--- config.mk ---
export PLATFORM = sky130hd
export DESIGN_NAME = fmbs_queue
export DESIGN_NICKNAME = d
export VERILOG_FILES = /design/src/rtl/core/fmbs_pkg.sv /design/src/rtl/core/fmbs_queue.sv
export SDC_FILE = /design/constraint.sdc
export NUM_CORES = 1
export LEC_CHECK = 0
export ABC_AREA = 1
export BUFFER_PORTS_ARGS = -buffer_cell sky130_fd_sc_hd__buf_2
export CAP_MARGIN = 20
export CORE_MARGIN = 10
export CORE_UTILIZATION = 31
export DETAILED_ROUTE_END_ITERATION = 6
export GPL_TIMING_DRIVEN = 0
export PLACE_DENSITY = 0.44
export SLEW_MARGIN = 40
export SYNTH_ARGS = -nofsm -noshare
export SYNTH_HDL_FRONTEND = slang
export SYNTH_SLANG_ARGS = --single-unit
--- constraint.sdc ---
create_clock -name i_clk -period 1.65 [get_ports i_clk]
set_clock_uncertainty 0.2 [all_clocks]
set_input_delay 0 -clock i_clk [delete_from_list [all_inputs] [get_ports i_clk]]
set_output_delay 0 -clock i_clk [all_outputs]
set_load 0.01 [all_outputs]
--- src/rtl/core/fmbs_pkg.sv ---
`default_nettype none

package fmbs_pkg;

    localparam int MAX_LEN     = 65536;
    localparam int ALPHABET    = 5;
    localparam int SYM_W       = 3;
    localparam int ROW_OUT_W   = 16;
    localparam int CNT_OUT_W   = 17;

    localparam int ADDR_W      = $clog2(MAX_LEN + 1);
    localparam int CNT_W       = ADDR_W;
    localparam int IVL_W       = ADDR_W + 1;
    localparam int MEM_DEPTH   = MAX_LEN + 1;
    localparam int CIDX_W      = $clog2(ALPHABET + 1);
    localparam int SIDX_W      = (ALPHABET > 1) ? $clog2(ALPHABET) : 1;

    localparam int IN_DATA_W   = ((SYM_W + 7) / 8) * 8;
    localparam int OUT_FIELD_W = 2 * ROW_OUT_W + CNT_OUT_W;
    localparam int OUT_DATA_W  = ((OUT_FIELD_W + 7) / 8) * 8;
    localparam int OUT_PAD_W   = OUT_DATA_W - OUT_FIELD_W;

    localparam int QUEUE_DEPTH = 4;
    localparam int QPTR_W      = $clog2(QUEUE_DEPTH);

    localparam logic [0:0] CMD_LOAD   = 1'b0;
    localparam logic [0:0] CMD_SEARCH = 1'b1;

    localparam logic signed [IVL_W-1:0] IVL_ONE  = IVL_W'(1);
    localparam logic signed [IVL_W-1:0] IVL_ZERO = '0;

    typedef enum logic [1:0] {
        K_LOAD,
        K_SEARCH,
        K_BAD_SEARCH
    } t_kind;

    typedef struct packed {
        t_kind            kind;
        logic [SYM_W-1:0] sym;
        logic             last;
    } t_item;

    typedef enum logic [1:0] {
        ST_IDLE,
        ST_READ_END,
        ST_NARROW,
        ST_REPORT
    } t_state;

    typedef logic [ALPHABET-1:0][CNT_W-1:0] t_occ_row;

endpackage

`default_nettype wire

--- src/rtl/core/fmbs_queue.sv ---
`default_nettype none

module fmbs_queue (
    input  wire logic            i_clk,
    input  wire logic            i_rst_n,
    input  wire logic            i_push,
    input  wire fmbs_pkg::t_item i_item,
    output logic                 o_full,
    input  wire logic            i_pop,
    output logic                 o_valid,
    output fmbs_pkg::t_item      o_item
);
    import fmbs_pkg::*;

    t_item             r_slots [QUEUE_DEPTH];
    logic [QPTR_W-1:0] r_wr_ptr;
    logic [QPTR_W-1:0] r_rd_ptr;
    logic [QPTR_W:0]   r_count;

    assign o_full  = (r_count == (QPTR_W + 1)'(QUEUE_DEPTH));
    assign o_valid = (r_count != '0);
    assign o_item  = r_slots[r_rd_ptr];

    always_ff @(posedge i_clk) begin
        if (i_push) begin
            r_slots[r_wr_ptr] <= i_item;
        end
    end

    always_ff @(posedge i_clk) begin
        if (!i_rst_n) begin
            r_wr_ptr <= '0;
            r_rd_ptr <= '0;
            r_count  <= '0;
        end else begin
            if (i_push) begin
                r_wr_ptr <= r_wr_ptr + 1'b1;
            end
            if (i_pop) begin
                r_rd_ptr <= r_rd_ptr + 1'b1;
            end
            case ({i_push, i_pop})
                2'b10:   r_count <= r_count + 1'b1;
                2'b01:   r_count <= r_count - 1'b1;
                default: r_count <= r_count;
            endcase
        end
    end

endmodule

`default_nettype wire

## After elaboration in Yosys (flattened, before gate mapping)

Memory sizes are Yosys's and may differ from the RTL's. A register that Yosys moved wholly into a read port is not among the register bits.
Cells that the tools add are included.
Widths: inputs -> output; s select.

| word-level totals | value |
|---|---|
| flip-flop bits (word level) | 7 |
| memory bits (writable) | 24 |
| input port bits | 10 |
| memories | 1 |

Memory list:

| name | words | bits a word | read ports | clocked after Yosys merged registers in | wr ports | RTL line | source |
|---|---|---|---|---|---|---|---|
| r_slots | 4 | 6 | 1 | 1 | 1 | fmbs_queue.sv:15 | `t_item r_slots [QUEUE_DEPTH];` |

| cells by class | value |
|---|---|
| $add $sub $neg | 4 |
| eq/ne operators | 3 |
| mux-type cells | 5 |
| reduce and logical (&&, ||, !) cells | 2 |

Operators with widths:

| cell | number |
|---|---|
| $pmux 3 s2 | 1 |
| $add 2x1->2 const B | 2 |
| $mux 2 | 2 |
| $add 3x1->3 const B | 1 |
| $eq 3x3->1 const B | 1 |
| $reduce_bool 3->1 | 1 |
| $sub 3x1->3 const B | 1 |
| $eq 2x1->1 const B | 1 |
| $eq 2x2->1 const B | 1 |
| $mux 1 | 2 |
| $reduce_bool 2->1 | 1 |

## Logic depth before layout (Yosys ltp)

Gate-level depths: netlist (run 1).

| logic depth | value |
|---|---|
| depth after elaboration | 3 |
| mapped depth | 8 |

## Worst setup path before layout (run 1)

Ideal clock, no wire load.

| path | value |
|---|---|
| path kind | register -> register |
| start point | register r_count[0] |
| end point | register r_count[2] |
| setup time | 0.064 ns |
| data arrival time | 1.094 ns |
| data required time | 1.386 ns |
| slack | 0.292 ns |
| cell stages (with the launch flop) | 7 |
| buffers on the path | 0 |
| period minus slack after synthesis | 1.358 ns |
| cell sequence | dfxtp_1 fa_1 nand2_1 nand2_1 nor2_1 nor2_1 nor2_1 |

| on the way | value |
|---|---|
| longest elaborated chain between the ends | 2 |
| elaborated cells between the ends (all ways) | 3 |

RTL lines:

| item | RTL line | source |
|---|---|---|
| start: declaration | fmbs_queue.sv:18 | `logic [QPTR_W:0] r_count;` |
| start signal: assignment | fmbs_queue.sv:43 | `2'b10: r_count <= r_count + 1'b1;` |
| start signal: assignment | fmbs_queue.sv:44 | `2'b01: r_count <= r_count - 1'b1;` |
| start signal: assignment | fmbs_queue.sv:45 | `default: r_count <= r_count;` |
| $sub 3x1->3 / $add 3x1->3 (equally long branches) | fmbs_queue.sv:44, fmbs_queue.sv:43 |  |
| $pmux 3 s2 * | fmbs_queue.sv:42 | `case ({i_push, i_pop})` |

Every way passes the cells marked *; elsewhere a longest branch is shown, timed or not.
A chain may end at the register's enable or synchronous reset.

==> reports/qor.log, run 1 <==
INFO  floorplan      initial_utilization=0.3273
INFO  sta            timing_hold_violations_final=0
INFO  pwr            peakVddDrop=499.4uV
INFO  sta            setup_tns=0ps
INFO  synthesis      mean_post_synth_cell_area=11.43squm
INFO  route          drt_pass1_iterations=4
INFO  route          detail-route-antenna-nets=0
INFO  clocking       clkSlewWorstSetupHoldPaths=70ps
INFO  sta            period_minus_slack=1523ps
INFO  synthesis      cell_count_after_synthesis=117
INFO  synthesis      postSynthNetCount=133
INFO  route          detailroute.via_count=924
INFO  global_routing grt_max_degree=12
INFO  clocking       cts_setup_buffers=0
INFO  floorplan      die_y=85.69um
INFO  sta            maxSlewHeadroom=0.7875
INFO  synthesis      synth.ff_latch_count=33
INFO  placed_design  numPortBuffers=17
INFO  final_layout   layout-drive-gt1-share=0.1961
INFO  synthesis      synthAdderAreaFrac=0.06174
INFO  worst_setup_path critical_path_arrival=1320ps
INFO  worst_setup_path worstSetupPathType=flop to output pin
INFO  worst_setup_path critical_path_end=o_item[2]
INFO  synthesis      synthFlopType=sky130_fd_sc_hd__edfxtp_1
INFO  worst_setup_path timing.critical_path.to_type=output pin
INFO  sta            fmax=656.7MHz
INFO  clocking       cts_max_path_buffers=2
INFO  synthesis      netlist_area=1338squm
INFO  synthesis      async_reset_ff_frac=0
INFO  worst_setup_path crit_path_start_kind=flop
INFO  synthesis      synth_common_cells=24 x sky130_fd_sc_hd__edfxtp_1, 21 x sky130_fd_sc_hd__nor2_1, 13 x sky130_fd_sc_hd__inv_1, 10 x sky130_fd_sc_hd__nand2_1, 10 x sky130_fd_sc_hd__o21ai_0
INFO  global_routing vias_in_the_first_global_route=914
INFO  final_layout   final-instance-count-excl-fill=203
INFO  clocking       tritoncts.num_buffers=5
INFO  worst_setup_path r2r_end=r_count[2]
INFO  clocking       numClockSinks=33
INFO  final_layout   fin_nets=168
INFO  placed_design  place.gp.congestion=0.6864
INFO  synthesis      yosysUniqueCellTypes=15
INFO  route          drt_drc_violations_left=0
INFO  synthesis      synthXorXnorAreaFrac=0
INFO  worst_setup_path r2r.worst_path.cells=6
INFO  floorplan      core_area=4086squm
INFO  clocking       clock_insertion_delay_worst_skew=280ps
INFO  sta            tightest_slew=318.5ps
INFO  clocking       cts.htree.levels=2
INFO  sta            setup_viol_count_final=0
INFO  synthesis      synthDominantCellAreaShare=0.5388
INFO  route          first_iter_violations=56
INFO  worst_setup_path worstPathMaxFanout=10
INFO  worst_setup_path critical_path_required=1450ps
INFO  worst_setup_path rrSetupSlack=210ps
INFO  synthesis      seq_area_frac_synth=0.6735
INFO  run_status     outcome=completed
INFO  final_layout   layout-area-overhead-vs-synth=28.25%
INFO  synthesis      synth-simple-area-share=0.09542
INFO  floorplan      floorplan.io_pins=18
INFO  floorplan      num_rows=23
INFO  route          detail_route.wirelength=2.623mm
INFO  global_routing grt_first_pass_wirelength=4.353mm
INFO  placed_design  dp_hpwl=1.790mm
INFO  final_layout   antenna_cells_inserted=0
INFO  run            maxCapViolations=0
INFO  route          routedWlPerCell=12.92um
INFO  pwr            design_power_total=0.001977W
INFO  synthesis      count_of_flip_flops_with_a_built_in_enable_after_synthesis=24
INFO  synthesis      ys.warnings.count=0
INFO  synthesis      synthMostInstantiatedCell=sky130_fd_sc_hd__edfxtp_1
INFO  sta            grt_setup_unrepaired=no
INFO  synthesis      synth.mux.area_fraction=0
INFO  worst_setup_path regToRegStartpoint=r_count[0]
INFO  global_routing grt_remaining_overflow=0
INFO  clocking       cts_root_buffer=sky130_fd_sc_hd__clkbuf_8
INFO  sta            count_of_final_max_slew_check_failures=0
INFO  sta            min_period_over_period=0.9229
INFO  synthesis      synthDominantAreaCellType=sky130_fd_sc_hd__edfxtp_1
INFO  final_layout   layout.filler_cells=394
INFO  pwr            cellLeakagePower=0.7038nW
INFO  pwr            power_density=1152nW/um^2
INFO  global_routing number_of_antenna_violations_at_the_first_check_in_global_routing=0
INFO  placed_design  placed_cells=184
INFO  route          vias_per_cell=4.552
INFO  clocking       tritoncts_clock_tree=built
INFO  min_path       holdCritPathClass=input port to flop
INFO  floorplan      design.die.area=7342squm
INFO  synthesis      synth_top_family_by_area=compound AO/OA/AOI/OAI gates
INFO  synthesis      netlist_top_cells_area=sky130_fd_sc_hd__edfxtp_1 54%, sky130_fd_sc_hd__dfxtp_1 13%, sky130_fd_sc_hd__nor2_1 5.9%
INFO  floorplan      die_w=85.69um
INFO  global_routing groute.usage.overall=0.07592
INFO  synthesis      synth_compound_area_frac=0.1104
## layer usage
layer	vias to the layer above	wire length, um	global-route usage
li1	474	-	-
met1	436	1262	0.09096
met2	12	1206	0.1110
met3	2	130	0.03406
met4	0	23	0.04042
met5	-	0	0
## placed cells by master (no fill, tap or decap), types with 2 or more instances in the layout
cell type / count
sky130_fd_sc_hd__a21oi_1: 4
sky130_fd_sc_hd__buf_2: 17
sky130_fd_sc_hd__buf_6: 2
sky130_fd_sc_hd__clkbuf_8: 6
sky130_fd_sc_hd__dfxtp_1: 9
sky130_fd_sc_hd__dlygate4sd3_1: 11
sky130_fd_sc_hd__edfxtp_1: 24
sky130_fd_sc_hd__ha_1: 5
sky130_fd_sc_hd__inv_1: 12
sky130_fd_sc_hd__inv_2: 3
sky130_fd_sc_hd__nand2_1: 10
sky130_fd_sc_hd__nor2_1: 21
sky130_fd_sc_hd__o21ai_0: 10
sky130_fd_sc_hd__o21ai_1: 8
sky130_fd_sc_hd__o22ai_1: 6
## how the worst min path moves through the flow
stage                         start  depth (start not counted)       endpoint  slack, ps
after floorplan           i_item[0]                          0  r_slots[0][0]       -100
after global placement    i_item[4]                          1  r_slots[3][4]         10
after detailed placement  i_item[4]                          1  r_slots[3][4]         20
after CTS                     i_pop                          5     r_count[1]          2
after global routing         i_push                          3  r_slots[2][3]         40
final                         i_pop                          5     r_count[1]          8
## state kept, by name (all words and copies together), names as in the netlist, named ones only
signal and count:
r_slots 24, r_rd_ptr 2, r_wr_ptr 2, r_count 3
## critical path, cell delays in order (launching register included)
cell                      delay (ps)
sky130_fd_sc_hd__dfxtp_1         400
sky130_fd_sc_hd__buf_6           170
sky130_fd_sc_hd__o21ai_1          70
sky130_fd_sc_hd__o22ai_1         220
sky130_fd_sc_hd__buf_2           180
## final cells by class
cell class / count / area (sq um) / area share
Sequential cell: 33 / 900.9 / 0.5252
Multi-Input combinational cell: 67 / 357.8 / 0.2086
Timing Repair Buffer: 28 / 195.2 / 0.1138
Clock buffer: 6 / 82.58 / 0.04814
Tap cell: 50 / 62.56 / 0.03647
Inverter: 15 / 56.30 / 0.03282
Clock inverter: 2 / 37.54 / 0.02188
Buffer: 2 / 22.52 / 0.01313
## through the flow
stage / hold WS [ps] / cell area [sq um] / worst slack (ps) / utilization
6_report: 7.786 / 1715 / 127.3 / 0.4198
5_1_grt: 35.83 / 1715 / 15.54 / 0.4198
4_1_cts: 1.524 / 1715 / 142.3 / 0.4198
3_5_place_dp: 20.09 / 1485 / 151.0 / 0.3634
3_3_place_gp: 14.99 / 1485 / 180.1 / 0.3634
2_1_floorplan: -101.1 / 1338 / 292.2 / -
## what timing repair did
action,in CTS,in global routing
setup endpoints to repair,0,1
hold buffers,11,0
endpoints found under the hold margin,33,0
resized for setup,0,1
## cell families (layout without fill, tap and decap cells)
family | Yosys count | in the layout
flops | 33 | 33
buf+inv | 17 | 53
simple gates | 33 | 33
compound gates | 28 | 28
fa+ha+maj | 6 | 6
## where the power goes
group | internal [W] | total, W | switching, W
logic | 0.0000972 | 0.000223 | 0.000126
clock network | 0.000491 | 0.000793 | 0.000302
registers | 0.000935 | 0.000960 | 0.0000254
Power figures use the tool's default switching activity.
==> run 2: changes to the inputs <==
--- a/config.mk
+++ b/config.mk
@@ -11,7 +11,6 @@
 export CORE_MARGIN = 10
 export CORE_UTILIZATION = 31
 export DETAILED_ROUTE_END_ITERATION = 6
-export GPL_TIMING_DRIVEN = 0
 export PLACE_DENSITY = 0.44
 export SLEW_MARGIN = 40
 export SYNTH_ARGS = -nofsm -noshare
==> reports/qor.log, run 2 (synthesis results as in run 1) <==
INFO  worst_setup_path worstSetupPathType=flop to output pin
INFO  sta            min_period_over_period=0.9035 [-0.01935]
INFO  sta            count_of_final_max_slew_check_failures=0 [unchanged]
INFO  min_path       holdCritStartpoint=i_pop
INFO  clocking       tritoncts_clock_tree=built
INFO  clocking       cts_max_path_buffers=2 [unchanged]
INFO  floorplan      num_rows=23 [unchanged]
INFO  worst_setup_path r2r.worst_path.cells=6 [unchanged]
INFO  worst_setup_path critical-path-slowest-cell=sky130_fd_sc_hd__dfxtp_1
INFO  sta            period_minus_slack=1491ps [-31.93 ps]
INFO  floorplan      die_y=85.69um [unchanged]
INFO  final_layout   layout-area-overhead-vs-synth=24.13%
INFO  final_layout   fin_nets=167 [-0.60%]
INFO  worst_setup_path timing.critical_path.to_type=output pin
INFO  final_layout   antenna_cells_inserted=0 [unchanged]
INFO  floorplan      floorplan.io_pins=18 [unchanged]
INFO  worst_setup_path critical_path_end=o_item[2]
INFO  final_layout   layout.filler_cells=396 [+0.51%]
INFO  final_layout   layout_commonest_cell=sky130_fd_sc_hd__edfxtp_1
INFO  sta            timing.final.ws_setup=159.2ps [+31.93 ps]
INFO  worst_setup_path r2r_end=r_count[2]
INFO  worst_setup_path critical_path.n_buffers_inverters=2 [unchanged]
INFO  worst_setup_path critical_path_arrival=1290ps [-30 ps]
INFO  route          drt_drc_violations_left=0 [unchanged]
INFO  floorplan      design.die.area=7342squm [unchanged]
INFO  clocking       tritoncts.num_buffers=5 [unchanged]
INFO  final_layout   layout-drive-gt1-share=0.1842 [-0.01187]
INFO  worst_setup_path cp_num_cells=4 [unchanged]
INFO  pwr            cellLeakagePower=0.6852nW [-2.6%]
INFO  sta            grt_setup_unrepaired=no
INFO  placed_design  dp_hpwl=1.873mm [+4.6%]
INFO  worst_setup_path worstPathMaxFanout=7 [-3]
INFO  final_layout   top_register=r_slots
INFO  route          detailroute.via_count=900 [-2.6%]
INFO  global_routing number_of_antenna_violations_at_the_first_check_in_global_routing=0 [unchanged]
INFO  clocking       cts.htree.levels=2 [unchanged]
INFO  worst_setup_path critical_path_required=1450ps [about the same]
INFO  sta            fmax=670.8MHz [+2.1%]
INFO  global_routing grt_remaining_overflow=0 [unchanged]
INFO  placed_design  numPortBuffers=17 [unchanged]
INFO  pwr            power_density=1049nW/um^2 [-9.0%]
INFO  run_status     outcome=completed
INFO  floorplan      initial_utilization=0.3273 [unchanged]
INFO  floorplan      core_area=4086squm [unchanged]
INFO  global_routing groute.usage.overall=0.07580 [-0.0001206]
INFO  final_layout   largest_register_ff_count=24 [unchanged]
INFO  floorplan      die_w=85.69um [unchanged]
INFO  worst_setup_path rrSetupSlack=190ps [-20 ps]
INFO  final_layout   mostFrequentLayoutCells=24 x sky130_fd_sc_hd__edfxtp_1, 21 x sky130_fd_sc_hd__nor2_1, 17 x sky130_fd_sc_hd__buf_2
INFO  clocking       clock_insertion_delay_worst_skew=280ps [about the same]
INFO  placed_design  worst_setup_slack_after_placement=168.1ps [+17.07 ps]
INFO  worst_setup_path critPathTopFamily=flip-flops
INFO  final_layout   largest_registers_in_the_final_layout=r_slots: 24 flops, r_count: 3 flops
INFO  clocking       numClockSinks=33 [unchanged]
INFO  route          routedWlPerCell=13.03um [+0.84%]
INFO  sta            timing_hold_violations_final=0 [unchanged]
INFO  clocking       cts_root_buffer=sky130_fd_sc_hd__clkbuf_8
INFO  worst_setup_path regToRegStartpoint=r_count[0]
INFO  min_path       holdCritPathClass=input port to flop
INFO  clocking       cts_resized=0 [unchanged]
INFO  placed_design  placed_cell_area=1478squm [-0.50%]
INFO  route          detail-route-antenna-nets=0 [unchanged]
INFO  sta            setup_viol_count_final=0 [unchanged]
INFO  final_layout   area_used_by_multi_input_combinational_logic=357.8squm [unchanged]
INFO  global_routing grt_max_degree=13 [+1]
INFO  sta            maxSlewHeadroom=0.7930 [+0.005502]
INFO  worst_setup_path crit_path_start_kind=flop
INFO  final_layout   layout.area.seq=900.9squm [unchanged]
INFO  route          vias_per_cell=4.455 [-2.1%]
INFO  route          first_iter_violations=46 [-18%]
INFO  sta            setup_tns=0ps [unchanged]
INFO  run            maxCapViolations=0 [unchanged]
INFO  route          drt_pass1_iterations=4 [unchanged]
INFO  pwr            peakVddDrop=391.0uV [-22%]
INFO  route          detail_route.wirelength=2.632mm [+0.34%]
INFO  placed_design  place.gp.congestion=0.7685 [+12%]
INFO  worst_setup_path worst_path_largest_cell_delay=380ps [-20 ps]
INFO  final_layout   final_core_occ=0.4063 [-0.01347]
INFO  global_routing vias_in_the_first_global_route=932 [+2.0%]
INFO  final_layout   postLayoutCellArea=1660squm [-3.2%]
INFO  worst_setup_path cp_cell_sequence=inv_1 > o21ai_1 > o22ai_1 > buf_2
INFO  global_routing grt_first_pass_wirelength=4.340mm [-0.30%]
INFO  clocking       clkSlewWorstSetupHoldPaths=60ps [about the same]
INFO  sta            tightest_slew=310.2ps [-8.243 ps]
[run 2: cell types whose count changed in the layout (fill, tap and decap cells not counted)]
| cell | previous run | this run |
|---|---|---|
| sky130_fd_sc_hd__buf_4 | 0 | 2 |
| sky130_fd_sc_hd__buf_6 | 2 | 0 |
| sky130_fd_sc_hd__dlygate4sd3_1 | 11 | 10 |
| sky130_fd_sc_hd__clkinv_2 | 0 | 2 |
| sky130_fd_sc_hd__clkbuf_1 | 0 | 1 |
| sky130_fd_sc_hd__bufinv_16 | 1 | 0 |
| sky130_fd_sc_hd__inv_2 | 3 | 2 |
| sky130_fd_sc_hd__clkinvlp_4 | 1 | 0 |
| sky130_fd_sc_hd__inv_1 | 12 | 13 |
| sky130_fd_sc_hd__clkbuf_8 | 6 | 5 |
[run 2: worst min-delay path by stage]
stage | end | slack (ps) | depth (start not counted)
after floorplan | r_slots[0][0] | -100 | 0
after CTS | r_count[1] | 6 | 5
after global routing | r_count[1] | 60 | 5
after detailed placement | r_slots[1][4] | 20 | 1
final | r_count[0] | 8 | 4
after global placement | r_slots[3][1] | 20 | 1
[run 2: area by class of cell]
type                    count  area share
clock inverters             2    0.006029
repair buffers             29      0.1206
well taps                  50     0.03768
flip-flops and latches     33      0.5426
inverters                  15     0.03391
multi-input cells          67      0.2155
clock buffers               6     0.04371
[run 2: where the power goes]
part	internal (W)	leakage, nW	switching (W)
combinational	0.0000915	0.345	0.000125
sequential	0.000936	0.295	0.0000255
clock	0.000291	0.0450	0.000272
[run 2: layer usage]
layer | routed length [um] | global-route usage | share of wire | up-vias
met2 | 1196 | 0.1185 | 0.45 | 16
met5 | 0 | 0 | 0 | -
met4 | 51 | 0.04042 | 0.019 | 0
met1 | 1223 | 0.08237 | 0.46 | 409
met3 | 161 | 0.03784 | 0.061 | 8
li1 | - | - | - | 467
[run 2: worst register-to-register path: stages, from the launching register on]
cell,delay [ps]
sky130_fd_sc_hd__dfxtp_1,350
sky130_fd_sc_hd__fa_1,470
sky130_fd_sc_hd__nand2_1,110
sky130_fd_sc_hd__nand2_1,60
sky130_fd_sc_hd__nor2_1,90
sky130_fd_sc_hd__nor2_1,50
sky130_fd_sc_hd__nor2_1,80
[run 2: repair_timing]
item	CTS	global route
hold buffers	10	0
endpoints found under the hold margin	33	0
buffers inserted	0	0
[run 2: per-stage QoR]
step | total power [W] | instances | hold slack (ps)
CTS | 0.001769 | 202 | 5.951
floorplan | 0.001099 | 117 | -101.1
detailed placement | 0.001179 | 184 | 21.75
global placement | 0.001174 | 184 | 16.79
finish | 0.001742 | 202 | 8.442
global route | 0.001847 | 202 | 60.16
==> run 3: changes to the inputs <==
--- a/config.mk
+++ b/config.mk
@@ -6,12 +6,14 @@
 export NUM_CORES = 1
 export LEC_CHECK = 0
 export ABC_AREA = 1
-export BUFFER_PORTS_ARGS = -buffer_cell sky130_fd_sc_hd__buf_2
 export CAP_MARGIN = 20
+export CORE_ASPECT_RATIO = 1.1
 export CORE_MARGIN = 10
 export CORE_UTILIZATION = 31
 export DETAILED_ROUTE_END_ITERATION = 6
-export PLACE_DENSITY = 0.44
+export DONT_BUFFER_PORTS = 1
+export GPL_TIMING_DRIVEN = 0
+export PLACE_DENSITY = 0.41
 export SLEW_MARGIN = 40
 export SYNTH_ARGS = -nofsm -noshare
 export SYNTH_HDL_FRONTEND = slang
==> reports/qor.log, run 3 (synthesis results as in run 1) <==
INFO  route          first_iter_violations=40 [-13%]
INFO  sta            count_of_final_max_slew_check_failures=0 [unchanged]
INFO  pwr            share_seq_of_total_power=0.566 [+0.014]
INFO  clocking       cts_root_buffer=sky130_fd_sc_hd__clkbuf_8
INFO  clocking       cts_max_path_buffers=2 [unchanged]
INFO  clocking       numClockSinks=33 [unchanged]
INFO  final_layout   largest_registers_in_the_final_layout=r_slots: 24 flops, r_count: 3 flops
INFO  clocking       clkSlewWorstSetupHoldPaths=60ps [about the same]
INFO  floorplan      design.die.area=7345squm [about the same]
INFO  pwr            peakVddDrop=364.3uV [-6.8%]
INFO  run            maxCapViolations=0 [unchanged]
INFO  route          vias_per_cell=4.463 [+0.17%]
INFO  sta            maxSlewHeadroom=0.7579 [-0.03507]
INFO  floorplan      floorplan.io_pins=18 [unchanged]
INFO  clocking       tritoncts_clock_tree=built
INFO  worst_setup_path crit_path_start_kind=input port
INFO  floorplan      core_area=4223squm [+3.3%]
INFO  final_layout   layout_commonest_cell=sky130_fd_sc_hd__edfxtp_1
INFO  floorplan      die_y=88.89um [+3.7%]
INFO  min_path       holdCritPathClass=input port to flop
INFO  global_routing groute.usage.overall=0.08176 [+0.005957]
INFO  sta            fmax=638.1MHz [-4.9%]
INFO  global_routing grt_remaining_overflow=0 [unchanged]
INFO  global_routing number_of_antenna_violations_at_the_first_check_in_global_routing=0 [unchanged]
INFO  route          drt_drc_violations_left=0 [unchanged]
INFO  global_routing grt_max_degree=11 [-2]
INFO  route          detailroute.via_count=848 [-5.8%]
INFO  worst_setup_path worstPathMaxFanout=4 [-3]
INFO  sta            tightest_slew=360.4ps [+50.17 ps]
INFO  floorplan      initial_utilization=0.3167 [-0.01057]
INFO  sta            setup_viol_count_final=0 [unchanged]
INFO  final_layout   mostFrequentLayoutCells=24 x sky130_fd_sc_hd__edfxtp_1, 21 x sky130_fd_sc_hd__nor2_1, 13 x sky130_fd_sc_hd__inv_1
INFO  pwr            cellLeakagePower=0.6195nW [-9.6%]
INFO  run_status     outcome=finished, violations left
INFO  global_routing vias_in_the_first_global_route=892 [-4.3%]
INFO  sta            period_minus_slack=1567ps [+76.44 ps]
INFO  final_layout   antenna_cells_inserted=0 [unchanged]
INFO  final_layout   largest_register_ff_count=24 [unchanged]
INFO  worst_setup_path worstSetupPathType=input port to flop
INFO  global_routing grt_first_pass_wirelength=4.347mm [+0.16%]
INFO  route          detail-route-antenna-nets=0 [unchanged]
INFO  final_layout   layout-area-overhead-vs-synth=20.11%
INFO  worst_setup_path timing.critical_path.to_type=flop
INFO  pwr            power.internal=0.001295W [-1.8%]
INFO  final_layout   fin_nets=152 [-9.0%]
INFO  placed_design  numPortBuffers=0 [-17]
INFO  clocking       clock_insertion_delay_worst_skew=280ps [about the same]
INFO  sta            setup_tns=0ps [unchanged]
INFO  final_layout   layout-drive-gt1-share=0.08088 [-0.1033]
INFO  clocking       cts.htree.levels=2 [unchanged]
INFO  worst_setup_path critical_path_arrival=1540ps [+250 ps]
INFO  route          drt_pass1_iterations=4 [unchanged]
INFO  run_status     violations=negative hold slack
INFO  route          routedWlPerCell=13.39um [+2.8%]
INFO  clocking       tritoncts.num_buffers=5 [unchanged]
INFO  final_layout   postLayoutCellArea=1607squm [-3.2%]
INFO  sta            fin_worst_hold_slack=-43.58ps [-52.03 ps]
INFO  placed_design  placed_cells=171 [-7.1%]
INFO  sta            min_period_over_period=0.9499 [+0.04633]
INFO  placed_design  dp_hpwl=1.741mm [-7.0%]
INFO  pwr            clkPwrFrac=0.321 [-0.003]
INFO  placed_design  place.gp.congestion=0.7491 [-2.5%]
INFO  sta            timing_hold_violations_final=1 [+1]
INFO  clocking       cts_setup_buffers=0 [unchanged]
INFO  final_layout   top_register=r_slots
INFO  pwr            combinational_fraction_of_design_power=0.113 [-0.011]
INFO  pwr            design_power_total=0.001699W [-2.5%]
INFO  sta            grt_setup_unrepaired=no
INFO  floorplan      die_w=82.63um [-3.6%]
INFO  pwr            power_density=1057nW/um^2 [+0.81%]
INFO  pwr            total_net_switching_power=0.0004043W [-4.4%]
INFO  placed_design  placed_cell_area=1405squm [-4.9%]
INFO  floorplan      num_rows=25 [+8.7%]
INFO  final_layout   final-instance-count-excl-fill=190 [-5.9%]
INFO  worst_setup_path critical_path_required=1620ps [+170 ps]
INFO  pwr            sw_frac_of_total=0.2380 [-0.004855]
INFO  route          detail_route.wirelength=2.544mm [-3.3%]
-- run 3: cell count changes in the layout (fill, tap and decap cells not counted), moves of 2 or more --
| cell | before | now |
|---|---|---|
| sky130_fd_sc_hd__buf_4 | 2 | 0 |
| sky130_fd_sc_hd__clkinv_2 | 2 | 0 |
| sky130_fd_sc_hd__buf_2 | 17 | 0 |
| sky130_fd_sc_hd__buf_6 | 0 | 2 |
| sky130_fd_sc_hd__dlygate4sd3_1 | 10 | 12 |
-- run 3: worst max-delay path: stages --
cell                            delay [ps]
sky130_fd_sc_hd__dlygate4sd3_1         570
sky130_fd_sc_hd__ha_2                  360
sky130_fd_sc_hd__dlygate4sd3_1         550
sky130_fd_sc_hd__a21oi_1                60
-- run 3: metal layers --
metal	wire length, um	share of wire	up-vias	track usage
li1	-	-	435	-
met1	1017	0.40	386	0.08428
met2	1274	0.50	21	0.1309
met3	185	0.073	6	0.03924
met4	67	0.026	0	0.05023
met5	0	0	-	0
-- run 3: what timing repair did --
action | CTS | global route
hold endpoints to repair | 57 | 26
setup endpoints to repair | 0 | 2
hold buffers | 9 | 3
resized for setup | 0 | 2
-- run 3: worst paths after layout --
check	depth (start not counted)	startpoint	to	slack (ps)
min	4	i_push	r_count[1]	-40
max reg2reg	4	r_wr_ptr[0]	r_wr_ptr[0]	140
min reg2reg	1	r_rd_ptr[1]	r_rd_ptr[1]	260
max	4	i_pop	r_count[0]	80
-- run 3: power by group through the flow --
stage                     Sequential (W)  Combinational (W)  Clock, W
after CTS                       0.000962           0.000186  0.000575
after global placement          0.000979           0.000157         0
final                           0.000962           0.000191  0.000546
after global routing            0.000967           0.000226  0.000615
after detailed placement        0.000980           0.000159         0
after floorplan                 0.000972           0.000126         0
-- run 3: metrics by stage --
stage / util / setup WS, ps / hold slack (ps)
5_1_grt: 0.3804 / 0.6894 / 57.09
3_5_place_dp: 0.3327 / 192.9 / -100.8
2_1_floorplan: - / 292.2 / -101.1
6_report: 0.3804 / 82.74 / -43.58
3_3_place_gp: 0.3327 / 241.5 / -100.9
4_1_cts: 0.3721 / 60.81 / -310.5
-- run 3: final cells by class --
class                      count  area [sq um]
sequential                    33         900.9
clock buffer                   6         72.57
multi-input combinational     67         362.8
tap                           54         67.56
timing repair buffer          12         120.1
buffer                         2         22.52
fill                         431          2616
clock inverter                 1         3.754
inverter                      15         56.30
